## src/hw/rtl/segx_pkg.sv

```systemverilog
`default_nettype none
package segx_pkg;
  localparam int COORD_W      = 16;
  localparam int DIFF_W       = COORD_W + 1;
  localparam int PROD_W       = 2 * DIFF_W;
  localparam int CROSS_W      = PROD_W + 1;
  localparam int PARAM_W      = 32;
  localparam int THRESH_W     = 21;
  localparam int FRAC_BITS    = 16;
  localparam int QUEUE_DEPTH  = 4;
  localparam logic [THRESH_W-1:0] THRESH_RESET = THRESH_W'(1);

  typedef enum logic [1:0] {
    ST_PARALLEL = 2'd0,
    ST_OUTSIDE  = 2'd1,
    ST_HIT      = 2'd2
  } status_t;

  localparam logic [0:0] REG_THRESH = 1'b0;

  typedef struct packed {
    logic signed [COORD_W-1:0] a_x;
    logic signed [COORD_W-1:0] a_y;
    logic signed [COORD_W-1:0] b_x;
    logic signed [COORD_W-1:0] b_y;
    logic signed [COORD_W-1:0] c_x;
    logic signed [COORD_W-1:0] c_y;
    logic signed [COORD_W-1:0] d_x;
    logic signed [COORD_W-1:0] d_y;
  } in_item_t;

  typedef struct packed {
    logic [1:0]                status;
    logic signed [COORD_W-1:0] hit_x;
    logic signed [COORD_W-1:0] hit_y;
    logic signed [PARAM_W-1:0] param_a;
    logic signed [PARAM_W-1:0] param_b;
  } out_item_t;

  // cross terms handed from front to back
  typedef struct packed {
    logic signed [CROSS_W-1:0] num_a;
    logic signed [CROSS_W-1:0] num_b;
    logic signed [CROSS_W-1:0] den;
    logic signed [COORD_W-1:0] ax;
    logic signed [COORD_W-1:0] ay;
    logic signed [DIFF_W-1:0]  abx;
    logic signed [DIFF_W-1:0]  aby;
  } entry_t;

  typedef struct packed {
    logic full;
    logic empty;
  } q_stat_t;
endpackage
`default_nettype wire

```

## src/hw/rtl/segx_queue.sv

```systemverilog
`default_nettype none
module segx_queue import segx_pkg::*; #(
  parameter int DEPTH = QUEUE_DEPTH
) (
  input  wire logic   clk,
  input  wire logic   rst_n,
  input  wire logic   push,
  input  wire entry_t push_data,
  input  wire logic   pop,
  output entry_t      pop_data,
  output q_stat_t     stat
);
  localparam int PW = (DEPTH > 1) ? $clog2(DEPTH) : 1;
  localparam int CW = $clog2(DEPTH + 1);
  entry_t mem_r [DEPTH];
  logic [PW-1:0] wr_r, rd_r;
  logic [CW-1:0] cnt_r;

  assign stat.full  = (cnt_r == CW'(DEPTH));
  assign stat.empty = (cnt_r == '0);
  assign pop_data   = mem_r[rd_r];

  always_ff @(posedge clk) begin
    if (!rst_n) begin
      wr_r  <= '0;
      rd_r  <= '0;
      cnt_r <= '0;
    end else begin
      if (push) wr_r <= (wr_r == PW'(DEPTH - 1)) ? '0 : wr_r + 1'b1;
      if (pop)  rd_r <= (rd_r == PW'(DEPTH - 1)) ? '0 : rd_r + 1'b1;
      cnt_r <= cnt_r + CW'(push) - CW'(pop);
    end
  end

  always_ff @(posedge clk) begin
    if (push) mem_r[wr_r] <= push_data;
  end
endmodule
`default_nettype wire

```

## config.mk

```make
export PLATFORM = sky130hd
export DESIGN_NAME = segx_queue
export DESIGN_NICKNAME = d
export VERILOG_FILES = /design/src/hw/rtl/segx_pkg.sv /design/src/hw/rtl/segx_queue.sv
export SDC_FILE = /design/constraint.sdc
export NUM_CORES = 1
export LEC_CHECK = 0
export BUFFER_PORTS_ARGS = -buffer_cell sky130_fd_sc_hd__buf_2
export CELL_PAD_IN_SITES_DETAIL_PLACEMENT = 1
export CELL_PAD_IN_SITES_GLOBAL_PLACEMENT = 1
export CORE_ASPECT_RATIO = 0.9
export CORE_MARGIN = 3
export CORE_UTILIZATION = 56
export CTS_BUF_LIST = sky130_fd_sc_hd__clkbuf_2 sky130_fd_sc_hd__clkbuf_4 sky130_fd_sc_hd__clkbuf_8
export DETAILED_ROUTE_END_ITERATION = 10
export PLACE_DENSITY = 0.95
export SYNTH_ARGS = -nofsm -noshare
export SYNTH_HDL_FRONTEND = slang
export SYNTH_SLANG_ARGS = --single-unit
```

## constraint.sdc

```tcl
create_clock -name clk -period 13.25 [get_ports clk]
set_input_delay 1.9875 -clock clk [delete_from_list [all_inputs] [get_ports clk]]
set_output_delay 1.9875 -clock clk [all_outputs]
set_load 0.05 [all_outputs]
```

==> results of run 1 <==
==> Yosys cell counts, drive strengths merged <==
| cell type | number | area (µm²) |
|---|---|---|
| a21oi | 2 | 10.0 |
| dfxtp | 9 | 180 |
| fa | 1 | 20.0 |
| ha | 7 | 87.6 |
| nor3 | 1 | 5.00 |
| inv | 7 | 26.3 |
| clkbuf | 6 | 22.5 |
| xor3 | 1 | 23.8 |
| nor2 | 3 | 11.3 |
| mux4 | 171 | 3850 |
| buf | 32 | 226 |
| edfxtp | 684 | 20500 |
| or3b | 2 | 17.5 |
| mux2i | 2 | 20.0 |
| and3 | 1 | 6.26 |
| and2 | 6 | 37.5 |
| nand2b | 2 | 12.5 |
==> layout make-up <==
type                    count  area share [%]
inverters                   7          0.0896
well taps                 592            2.53
clock buffers             142            5.86
flip-flops and latches    693            70.7
repair buffers            359            6.27
multi-input cells         199            14.0
clock inverters            26           0.457
diodes                      6          0.0512
==> layer usage <==
layer,track usage [%],share of wire [%]
met1,32.0,35
met3,9.17,9.7
met2,44.5,52
met5,0,0.22
met4,8.38,2.7
==> power groups by stage <==
stage	sequential, mW	combinational (mW)	clock (mW)
after floorplan	2.58	0.449	0
after global placement	2.58	0.592	0
after detailed placement	2.59	0.615	0
after CTS	2.55	0.621	1.66
after global routing	2.55	0.643	1.75
final	2.54	0.616	1.62
==> kinds of logic after synthesis <==
group | synth area share, %
flops | 82.6
mux | 15.4
buf+inv | 1.10
simple gates | 0.359
fa+ha+maj | 0.429
compound gates | 0.0399
xor+xnor | 0.0947
==> flip-flops by register name, indices dropped and copies added (netlist names), named ones only <==
signal	flops
cnt_r	3
rd_r	2
wr_r	2
mem_r	684
==> how the worst min path moves through the flow <==
stage,start,endpoint,slack [ns],cells past startpoint
2_1_floorplan,rd_r[0],flop,0.48,2
3_3_place_gp,rd_r[0],flop,0.49,2
3_5_place_dp,rd_r[0],flop,0.50,2
4_1_cts,rd_r[0],flop,0.51,2
5_1_grt,rd_r[0],flop,0.54,2
6_report,rd_r[0],flop,0.51,2
==> worst register-to-register path: cells and delay by family (launching register included) <==
kind / cells / cell delay [ns]
flip-flops: 1 / 0.43
buffers and inverters: 1 / 0.83
adder cells (fa/ha/maj): 1 / 0.23
AND/OR/NAND/NOR: 1 / 0.81
==> through the flow <==
step | cell area [µm²] | util [%] | total power, mW | cells | setup WS, ns
2_1_floorplan | 25100 | - | 3.03 | 937 | 6.82
3_3_place_gp | 27400 | 62.9 | 3.17 | 1850 | 7.66
3_5_place_dp | 27400 | 62.9 | 3.20 | 1850 | 7.58
4_1_cts | 29300 | 67.2 | 4.83 | 2018 | 6.77
5_1_grt | 29300 | 67.2 | 4.94 | 2020 | 6.53
6_report | 29300 | 67.2 | 4.78 | 2024 | 7.04
==> flow_summary.ini, run 1 <==
[status]
outcome = finished, final reports clean

[run]
maxCapViolCount = 0

[global_route]
grt_antenna_before_repair = 15
globalRouteOverflowTotal = 0
gr-usage-all-layers_pct = 26.1
grt_first_pass_wirelength_um = 89300
pin_count_of_the_biggest_net_entering_global_routing = 172
grt_pass1_vias = 13264

[pwr]
intPower_mw = 3.51
clock_power_share_pct = 33.8
worst_ir_drop_vdd_mv = 0.118
switching_share_pct = 26.5
switching_power_mw = 1.27
power.combinational.fraction_pct = 12.9
cellLeakagePower_nw = 9.86
power_frac_seq_pct = 53.3
power.density_mw_per_mm2 = 163

[clock_network]
clk_pin_slew_ns = 0.06
clock_sink_count = 693
post_cts_setup_inserts = 0
cts-hold-fix-buffers = 0
worstSkewPairLatency_ns = 0.69
cts.repair.resized = 0
clock_tree_from_tritoncts = done
clock_tree.root_cell = clkbuf_8
ctsLongestPathBuffers = 3
cts_made_buffers = 103
htree_num_levels = 3

[worst_setup_path]
crit_path_top_delay_cell = dfxtp_4
arrival_ns = 4.22
worst-path-max-fanout = 47
critical_path_class = flop to output pin
crit_path_frequent_cell = buf_4
crit_path_start_kind = flop
setup.reg_to_reg.worst_slack_ns = 10.52
critPathCaptureType = output pin
timing.critical_path.cells = buf_4, buf_4, mux4_2, buf_2
worst-path-stages = 4
critical_path_buf_inv_count = 3
rr_startpoint = wr_r[0]
crit_end = pop_data[122]
regToRegEndpoint = mem_r[3][95]
cpLargestDelayFamily = buffers and inverters
worst_ep_required_time_ns = 11.26
cp_slowest_stage_delay_ns = 0.93
ff2ff_path_depth = 3

[sta]
final_worst_path_period_share_pct = 46.9
timing.clock.skew_ns = 0.0297
rsz_0062_raised_after_global_routing = no
fin_setup_tns_ns = 0
max_slew_margin_pct = 24.1
report.final.setup_viol = 0
hold_slack_ns = 0.506
finalHoldViolCount = 0
slew_viol_final = 0
timing.fmax_mhz = 161
final.min_clock_period_ns = 6.21
tightestPinTransition_ns = 1.14

[final_layout]
seq_area_mm2 = 0.0207
area_of_the_multi_input_gates_mm2 = 0.00411
fill_cells = 3554
final_nets = 1546
layout_commonest_cell = edfxtp_1
share_of_cells_above_drive_strength_1_pct = 48.5
layout.cells.most_common_list = edfxtp_1, buf_2, mux4_2
synthToLayoutAreaGrowth_pct = 16.8

[drt]
drt.antenna.violating_nets = 0
first_pass_iters = 5
drt-total-wl_um = 61000
drt-vias-per-instance = 5.90
detailroute.via_count = 11948
drc = 0
detail_route.iter0.violations = 1032
wire_per_inst_um = 30.1

[placed_design]
detailedPlacementHpwl_um = 36600
number_of_buffers_inserted_by_port_buffering = 347
routabilityCongestion = 0.781

[synthesis]
postSynthRegisterBits = 693
synth.lib_cells_used.distinct = 19
syn_inst = 937
mappedNetlistNets = 1120
synthesis.yosys.warnings = 0
mappedNetlistArea_mm2 = 0.0251
seq_area_frac_synth_pct = 82.6
avgSynthCellArea_um2 = 26.8

[worst_hold_path]
worstHoldPathType = flop to flop

[floorplanning]
die_w_um = 229
initial_utilization_pct = 57.6
die_y_um = 207
design.die.area_mm2 = 0.0474
fp.coreArea_mm2 = 0.0436
std_cell_rows = 72
io_pins = 348
Power figures use the tool's default switching activity.
==> inputs of run 2 (changes only) <==
--- a/config.mk
+++ b/config.mk
@@ -5,15 +5,16 @@
 export SDC_FILE = /design/constraint.sdc
 export NUM_CORES = 1
 export LEC_CHECK = 0
+export ABC_AREA = 1
 export BUFFER_PORTS_ARGS = -buffer_cell sky130_fd_sc_hd__buf_2
 export CELL_PAD_IN_SITES_DETAIL_PLACEMENT = 1
 export CELL_PAD_IN_SITES_GLOBAL_PLACEMENT = 1
 export CORE_ASPECT_RATIO = 0.9
 export CORE_MARGIN = 3
-export CORE_UTILIZATION = 56
+export CORE_UTILIZATION = 49
 export CTS_BUF_LIST = sky130_fd_sc_hd__clkbuf_2 sky130_fd_sc_hd__clkbuf_4 sky130_fd_sc_hd__clkbuf_8
 export DETAILED_ROUTE_END_ITERATION = 10
-export PLACE_DENSITY = 0.95
+export PLACE_DENSITY = 0.92
 export SYNTH_ARGS = -nofsm -noshare
 export SYNTH_HDL_FRONTEND = slang
 export SYNTH_SLANG_ARGS = --single-unit
==> constraint.sdc (replaced) <==
create_clock -name clk -period 6.4 [get_ports clk]
set_input_delay 0.96 -clock clk [delete_from_list [all_inputs] [get_ports clk]]
set_output_delay 0.96 -clock clk [all_outputs]
set_load 0.05 [all_outputs]
==> run 2 against run 1 <==
Compared with the run above: critical path depth rose by 1; synthesized area is 9.0% higher; non-clock buffer count rose by 3; via count increased by 43%; sequential cell count did not move; sequential share of layout area down 5.1 points; cell count grew 59%; power up 120%; clock skew is 0.017 ns higher; first-iteration DRC count is essentially flat; synthesized cell count up 120%.
==> flow_summary.ini, run 2 <==
[worst_setup_path]
setup.reg_to_reg.worst_slack_ns = 3.99
worst-path-max-fanout = 202
crit_path_top_delay_cell = dfxtp_4
worst_ep_required_time_ns = 5.44
critical_path_class = flop to output pin
arrival_ns = 3.34
crit_path_start_kind = flop
timing.critical_path.cells = buf_12, a21oi_1, o21ai_0, nand2_1, buf_2
critPathCaptureType = output pin
ff2ff_path_depth = 5
critical_path_buf_inv_count = 2
worst-path-stages = 5
cpLargestDelayFamily = flip-flops
cp_slowest_stage_delay_ns = 1.09

[drt]
met3RoutedLength_um = 4440
drt-vias-per-instance = 5.29
highest-signal-layer = met5
detail_route.wirelength.met1_um = 25100
wire_per_inst_um = 21.0
first_pass_iters = 5
detail_route.iter0.violations = 1033
met2_length_um = 35800
drt.antenna.violating_nets = 0
drc = 0
detailroute.via_count = 17049
drt-total-wl_um = 67600

[clock_network]
clk_pin_slew_ns = 0.07
cts_made_buffers = 108
clock_sink_count = 693
htree_num_levels = 3
cts.repair.resized = 0
cts-hold-fix-buffers = 0
clock_tree.root_cell = clkbuf_8
ctsLongestPathBuffers = 3
worstSkewPairLatency_ns = 0.70
post_cts_setup_inserts = 0
clock_tree_from_tritoncts = done

[floorplanning]
die_w_um = 255
io_pins = 348
fp.coreArea_mm2 = 0.0547
design.die.area_mm2 = 0.0587
initial_utilization_pct = 50.0
std_cell_rows = 81
die_y_um = 230

[global_route]
gr-usage-all-layers_pct = 22.7
globalRouteOverflowTotal = 0
grt_antenna_before_repair = 24
grt_first_pass_wirelength_um = 102000
grt_pass1_vias = 18710
pin_count_of_the_biggest_net_entering_global_routing = 203

[final_layout]
largest_reg_flops = 684
layout.cells.most_common_list = edfxtp_1, inv_1, nand2_1
final_design_area_no_fill_mm2 = 0.0316
largestRegisters = mem_r x684, cnt_r x3
share_of_cells_above_drive_strength_1_pct = 21.6
final_nets = 2594
largest-register = mem_r
synthToLayoutAreaGrowth_pct = 15.5
layout_commonest_cell = edfxtp_1

[placed_design]
routabilityCongestion = 0.743
number_of_buffers_inserted_by_port_buffering = 347
placedInstanceArea_mm2 = 0.0294
detailedPlacementHpwl_um = 40800

[run]
maxCapViolCount = 0

[pwr]
clock_power_share_pct = 34.8
power_frac_seq_pct = 50.4
intPower_mw = 7.52
power.combinational.fraction_pct = 14.8
power.density_mw_per_mm2 = 333
switching_power_mw = 3.00
worst_ir_drop_vdd_mv = 0.233
switching_share_pct = 28.5
cellLeakagePower_nw = 12.3

[synthesis]
postSynthRegisterBits = 693
mappedNetlistNets = 2237
synth_mux_area_share_pct = 0
synth_largest_type_area_fraction_pct = 75.1
synth-adder-area-share_pct = 0.393
mappedNetlistArea_mm2 = 0.0273
synth_edf_count = 684
synth_async_sr_flop_share_pct = 0
synthDominantAreaCellType = edfxtp_1
synth.top_cells.by_area = edfxtp_1, inv_1, nand2_1, o211ai_1, a21oi_1
post-synth-top-count-cell = edfxtp_1
synthXorXnorAreaFrac_pct = 0.0320
synthesis.yosys.warnings = 0
synthesized_area_fraction_occupied_by_and_or_nand_nor_cells_pct = 5.00
post_synth_most_frequent_cells = edfxtp_1, inv_1, nand2_1
synth_top_family_by_area = compound AO/OA/AOI/OAI gates
compound_cell_area_share_of_the_yosys_netlist_pct = 11.0
synth.lib_cells_used.distinct = 21
ys.flop_type = edfxtp_1
seq_area_frac_synth_pct = 75.8
syn_inst = 2054
avgSynthCellArea_um2 = 13.3

[worst_hold_path]
min_path_cells = 1
worstHoldPathType = input port to flop

[sta]
slew_viol_final = 0
hold_slack_ns = 0.476
finalHoldViolCount = 0
tightestPinTransition_ns = 1.12
max_slew_margin_pct = 25.2
rsz_0062_raised_after_global_routing = no
final_worst_path_period_share_pct = 67.2
fin_setup_tns_ns = 0
timing.fmax_mhz = 233
report.final.setup_viol = 0
final.min_clock_period_ns = 4.30
timing.clock.skew_ns = 0.0464

[status]
outcome = finished, final reports clean
==> run 2: cell types whose count changed after synthesis, sizes merged, moves of 171 or more <==
cell / change
a21oi: +172
inv: +350
mux4: -171
nand2: +353
o211ai: +171
o21ai: +172
==> run 2: power by group through the flow <==
stage / sequential, mW / combinational (mW) / clock (mW)
final: 5.31 / 1.55 / 3.66
after global routing: 5.32 / 1.66 / 3.96
after CTS: 5.31 / 1.57 / 3.75
after detailed placement: 5.40 / 1.55 / 0
after global placement: 5.38 / 1.48 / 0
after floorplan: 5.38 / 1.13 / 0
==> run 2: area by class of cell <==
type | instances | area, µm²
fill | 5545 | 23100
antenna | 16 | 40.0
sequential | 693 | 20700
multi-input combinational | 889 | 4500
clock buffer | 155 | 1880
timing repair buffer | 362 | 1940
inverter | 357 | 1360
tap | 705 | 882
clock inverter | 44 | 270
==> run 2: worst paths after layout <==
kind                 startpoint            to
setup / recovery           flop  pop_data[30]
hold / removal    push_data[59]  mem_r[3][59]
setup reg to reg        wr_r[0]  mem_r[2][28]
hold reg to reg         rd_r[0]          flop
==> run 2: cells by family (layout without fill, tap and decap cells) <==
group                      Yosys count  count (layout)
DFF                                693             693
AOI/OAI and AO/OA                  517             517
buffers and inverters              472             918
and+or+nand+nor                    363             363
adders and majority gates            8               8
xor gates and xnor gates             1               1
other                                0              16
==> run 2: metrics by stage <==
step | setup slack, ns | total power, mW | utilization (%) | instances
finish | 2.10 | 10.5 | 57.7 | 3221
global route | 1.89 | 10.9 | 57.7 | 3217
CTS | 2.09 | 10.6 | 57.7 | 3205
detailed placement | 2.92 | 6.96 | 53.7 | 3006
global placement | 3.05 | 6.85 | 53.7 | 3006
floorplan | 1.40 | 6.51 | - | 2054
==> run 2: routing by layer <==
| layer | up-vias | GRT usage, % |
|---|---|---|
| met5 | - | 0 |
| met4 | 20 | 9.37 |
| met3 | 147 | 6.19 |
| met2 | 474 | 41.4 |
| met1 | 8488 | 25.0 |
| li1 | 7920 | - |
==> inputs of run 3 (changes only) <==
--- a/config.mk
+++ b/config.mk
@@ -11,10 +11,10 @@
 export CELL_PAD_IN_SITES_GLOBAL_PLACEMENT = 1
 export CORE_ASPECT_RATIO = 0.9
 export CORE_MARGIN = 3
-export CORE_UTILIZATION = 49
+export CORE_UTILIZATION = 44
 export CTS_BUF_LIST = sky130_fd_sc_hd__clkbuf_2 sky130_fd_sc_hd__clkbuf_4 sky130_fd_sc_hd__clkbuf_8
 export DETAILED_ROUTE_END_ITERATION = 10
-export PLACE_DENSITY = 0.92
+export PLACE_DENSITY = 0.88
 export SYNTH_ARGS = -nofsm -noshare
 export SYNTH_HDL_FRONTEND = slang
 export SYNTH_SLANG_ARGS = --single-unit
==> constraint.sdc (replaced) <==
create_clock -name clk -period 3.5 [get_ports clk]
set_input_delay 0.525 -clock clk [delete_from_list [all_inputs] [get_ports clk]]
set_output_delay 0.525 -clock clk [all_outputs]
set_load 0.05 [all_outputs]
==> run 3 against run 2 <==
Compared with the run above: clock power increased by 85%; design area up 6.3%; clock-buffer cell count grew 8; sequential share of layout area decreased by 3.9 points; wire length increased by 9.7%; largest power group unchanged; highest routed layer unchanged.
==> flow_summary.ini, run 3 (synthesis results as in run 2) <==
[worst_setup_path]
critPathCaptureType = output pin
setup.reg_to_reg.worst_slack_ns = 1.30
crit_path_start_kind = flop
cp_slowest_stage_delay_ns = 0.71
worst-path-max-fanout = 156
worst_ep_required_time_ns = 2.97
timing.critical_path.cells = buf_12, nand2_1, o211ai_1, nand2_1, buf_2
critical_path_class = flop to output pin
crit_path_top_delay_cell = dfxtp_4
crit_path_frequent_cell = nand2_1
arrival_ns = 2.72

[sta]
report.final.setup_viol = 0
rsz_0062_raised_after_global_routing = no
tightestPinTransition_ns = 0.689
fin_setup_tns_ns = 0
final_worst_path_period_share_pct = 92.8
slew_viol_final = 0
timing.clock.skew_ns = 0.0427
final.min_clock_period_ns = 3.25
max_slew_margin_pct = 54.1
timing.fmax_mhz = 308
finalHoldViolCount = 0

[drt]
drt-total-wl_um = 74200
detailroute.via_count = 18001
first_pass_iters = 5
drt.antenna.violating_nets = 0
drc = 0
detail_route.iter0.violations = 1305
wire_per_inst_um = 21.3
drt-vias-per-instance = 5.18

[global_route]
grt_pass1_vias = 20016
global_route.usage.met3_pct = 5.20
pin_count_of_the_biggest_net_entering_global_routing = 157
gr-usage-all-layers_pct = 22.6
top_usage_layer = met2
globalRouteOverflowTotal = 0
grt_antenna_before_repair = 10
global_route.usage.met2_pct = 41.4
grt_util_met1_pct = 25.2
grt_first_pass_wirelength_um = 113000

[final_layout]
share_of_cells_above_drive_strength_1_pct = 21.2
layout_commonest_cell = edfxtp_1
largestRegisters = mem_r x684, cnt_r x3
largest_reg_flops = 684
fill_cells = 6211
final_nets = 2772
post_route_core_utilization_pct = 54.8
largest-register = mem_r
synthToLayoutAreaGrowth_pct = 22.9
layout.cells.most_common_list = edfxtp_1, inv_1, nand2_1

[placed_design]
number_of_buffers_inserted_by_port_buffering = 347
detailedPlacementHpwl_um = 41500
routabilityCongestion = 0.747

[status]
outcome = finished, final reports clean

[clock_network]
worstSkewPairLatency_ns = 0.70
htree_num_levels = 3
clock_tree.root_cell = clkbuf_8
ctsLongestPathBuffers = 3
clock_tree_from_tritoncts = done
clock_sink_count = 693
clk_pin_slew_ns = 0.06
cts_made_buffers = 109
post_cts_setup_inserts = 0

[floorplanning]
fp.coreArea_mm2 = 0.0613
initial_utilization_pct = 44.6
die_y_um = 243
std_cell_rows = 86
die_w_um = 269
io_pins = 348
design.die.area_mm2 = 0.0652

[run]
maxCapViolCount = 0

[worst_hold_path]
worstHoldPathType = input port to flop

[pwr]
report.power.total_mw = 19.6
cellLeakagePower_nw = 13.1
power.density_mw_per_mm2 = 583
worst_ir_drop_vdd_mv = 0.392
## run 3: cell types whose count changed in the layout (fill, tap and decap cells not counted), sizes merged
cell,delta
buf,+19
dlygate4sd3,+158
bufinv,-1
inv,-4
diode,-8
clkinv,-8
clkinvlp,+4
clkbuf,+8
## run 3: critical path: cells and delay by family (launching register included)
| kind | cells | cell delay (ns) |
|---|---|---|
| AO/OA/AOI/OAI | 1 | 0.15 |
| flip-flops | 1 | 0.71 |
| AND/OR/NAND/NOR | 2 | 0.27 |
| buffers and inverters | 2 | 0.69 |
## run 3: power breakdown
group          switching [mW]  internal, mW
Combinational            2.38         0.753
Clock                    3.17          3.61
Sequential              0.135          9.54
Total                    5.69          13.9
## run 3: stage by stage
stage                     hold slack [ns]  cell area [µm²]  worst slack (ns)  cells
after global routing              0.00834            33600            0.0392   3475
after floorplan                     0.471            27400            -0.136   2054
after global placement              0.489            29900              1.15   3112
after detailed placement            0.504            29900              1.07   3112
final                              0.0809            33600             0.250   3476
after CTS                        0.000144            33600             0.236   3468
## run 3: path summary, 6_finish.rpt
path	from	end	cells past startpoint
worst min register to register	wr_r[0]	wr_r[0]	2
worst min-delay path	push_data[137]	mem_r[1][137]	1
worst max-delay path	flop	pop_data[24]	5
worst max register to register	wr_r[1]	mem_r[0][98]	5
## run 3: timing repair
item	in CTS	in global routing
endpoints found under the hold margin	617	0
hold buffers	158	0
endpoints found under the setup margin	0	0
gates resized for setup	0	0
## run 3: layer usage
layer / vias up / share of wire (%)
met5: - / 0.036
met4: 4 / 3.5
met3: 176 / 5.0
met2: 495 / 54
met1: 9063 / 38
li1: 8263 / -
## run 3: area by class of cell
type                       instances  area [µm²]  share of cell area [%]
antenna                            8        20.0                  0.0596
clock buffer                     163        1940                    5.76
clock inverter                    35         205                   0.611
inverter                         357        1360                    4.03
multi-input combinational        889        4510                    13.4
sequential                       693       20700                    61.7
tap                              792         991                    2.95
timing repair buffer             539        3850                    11.5
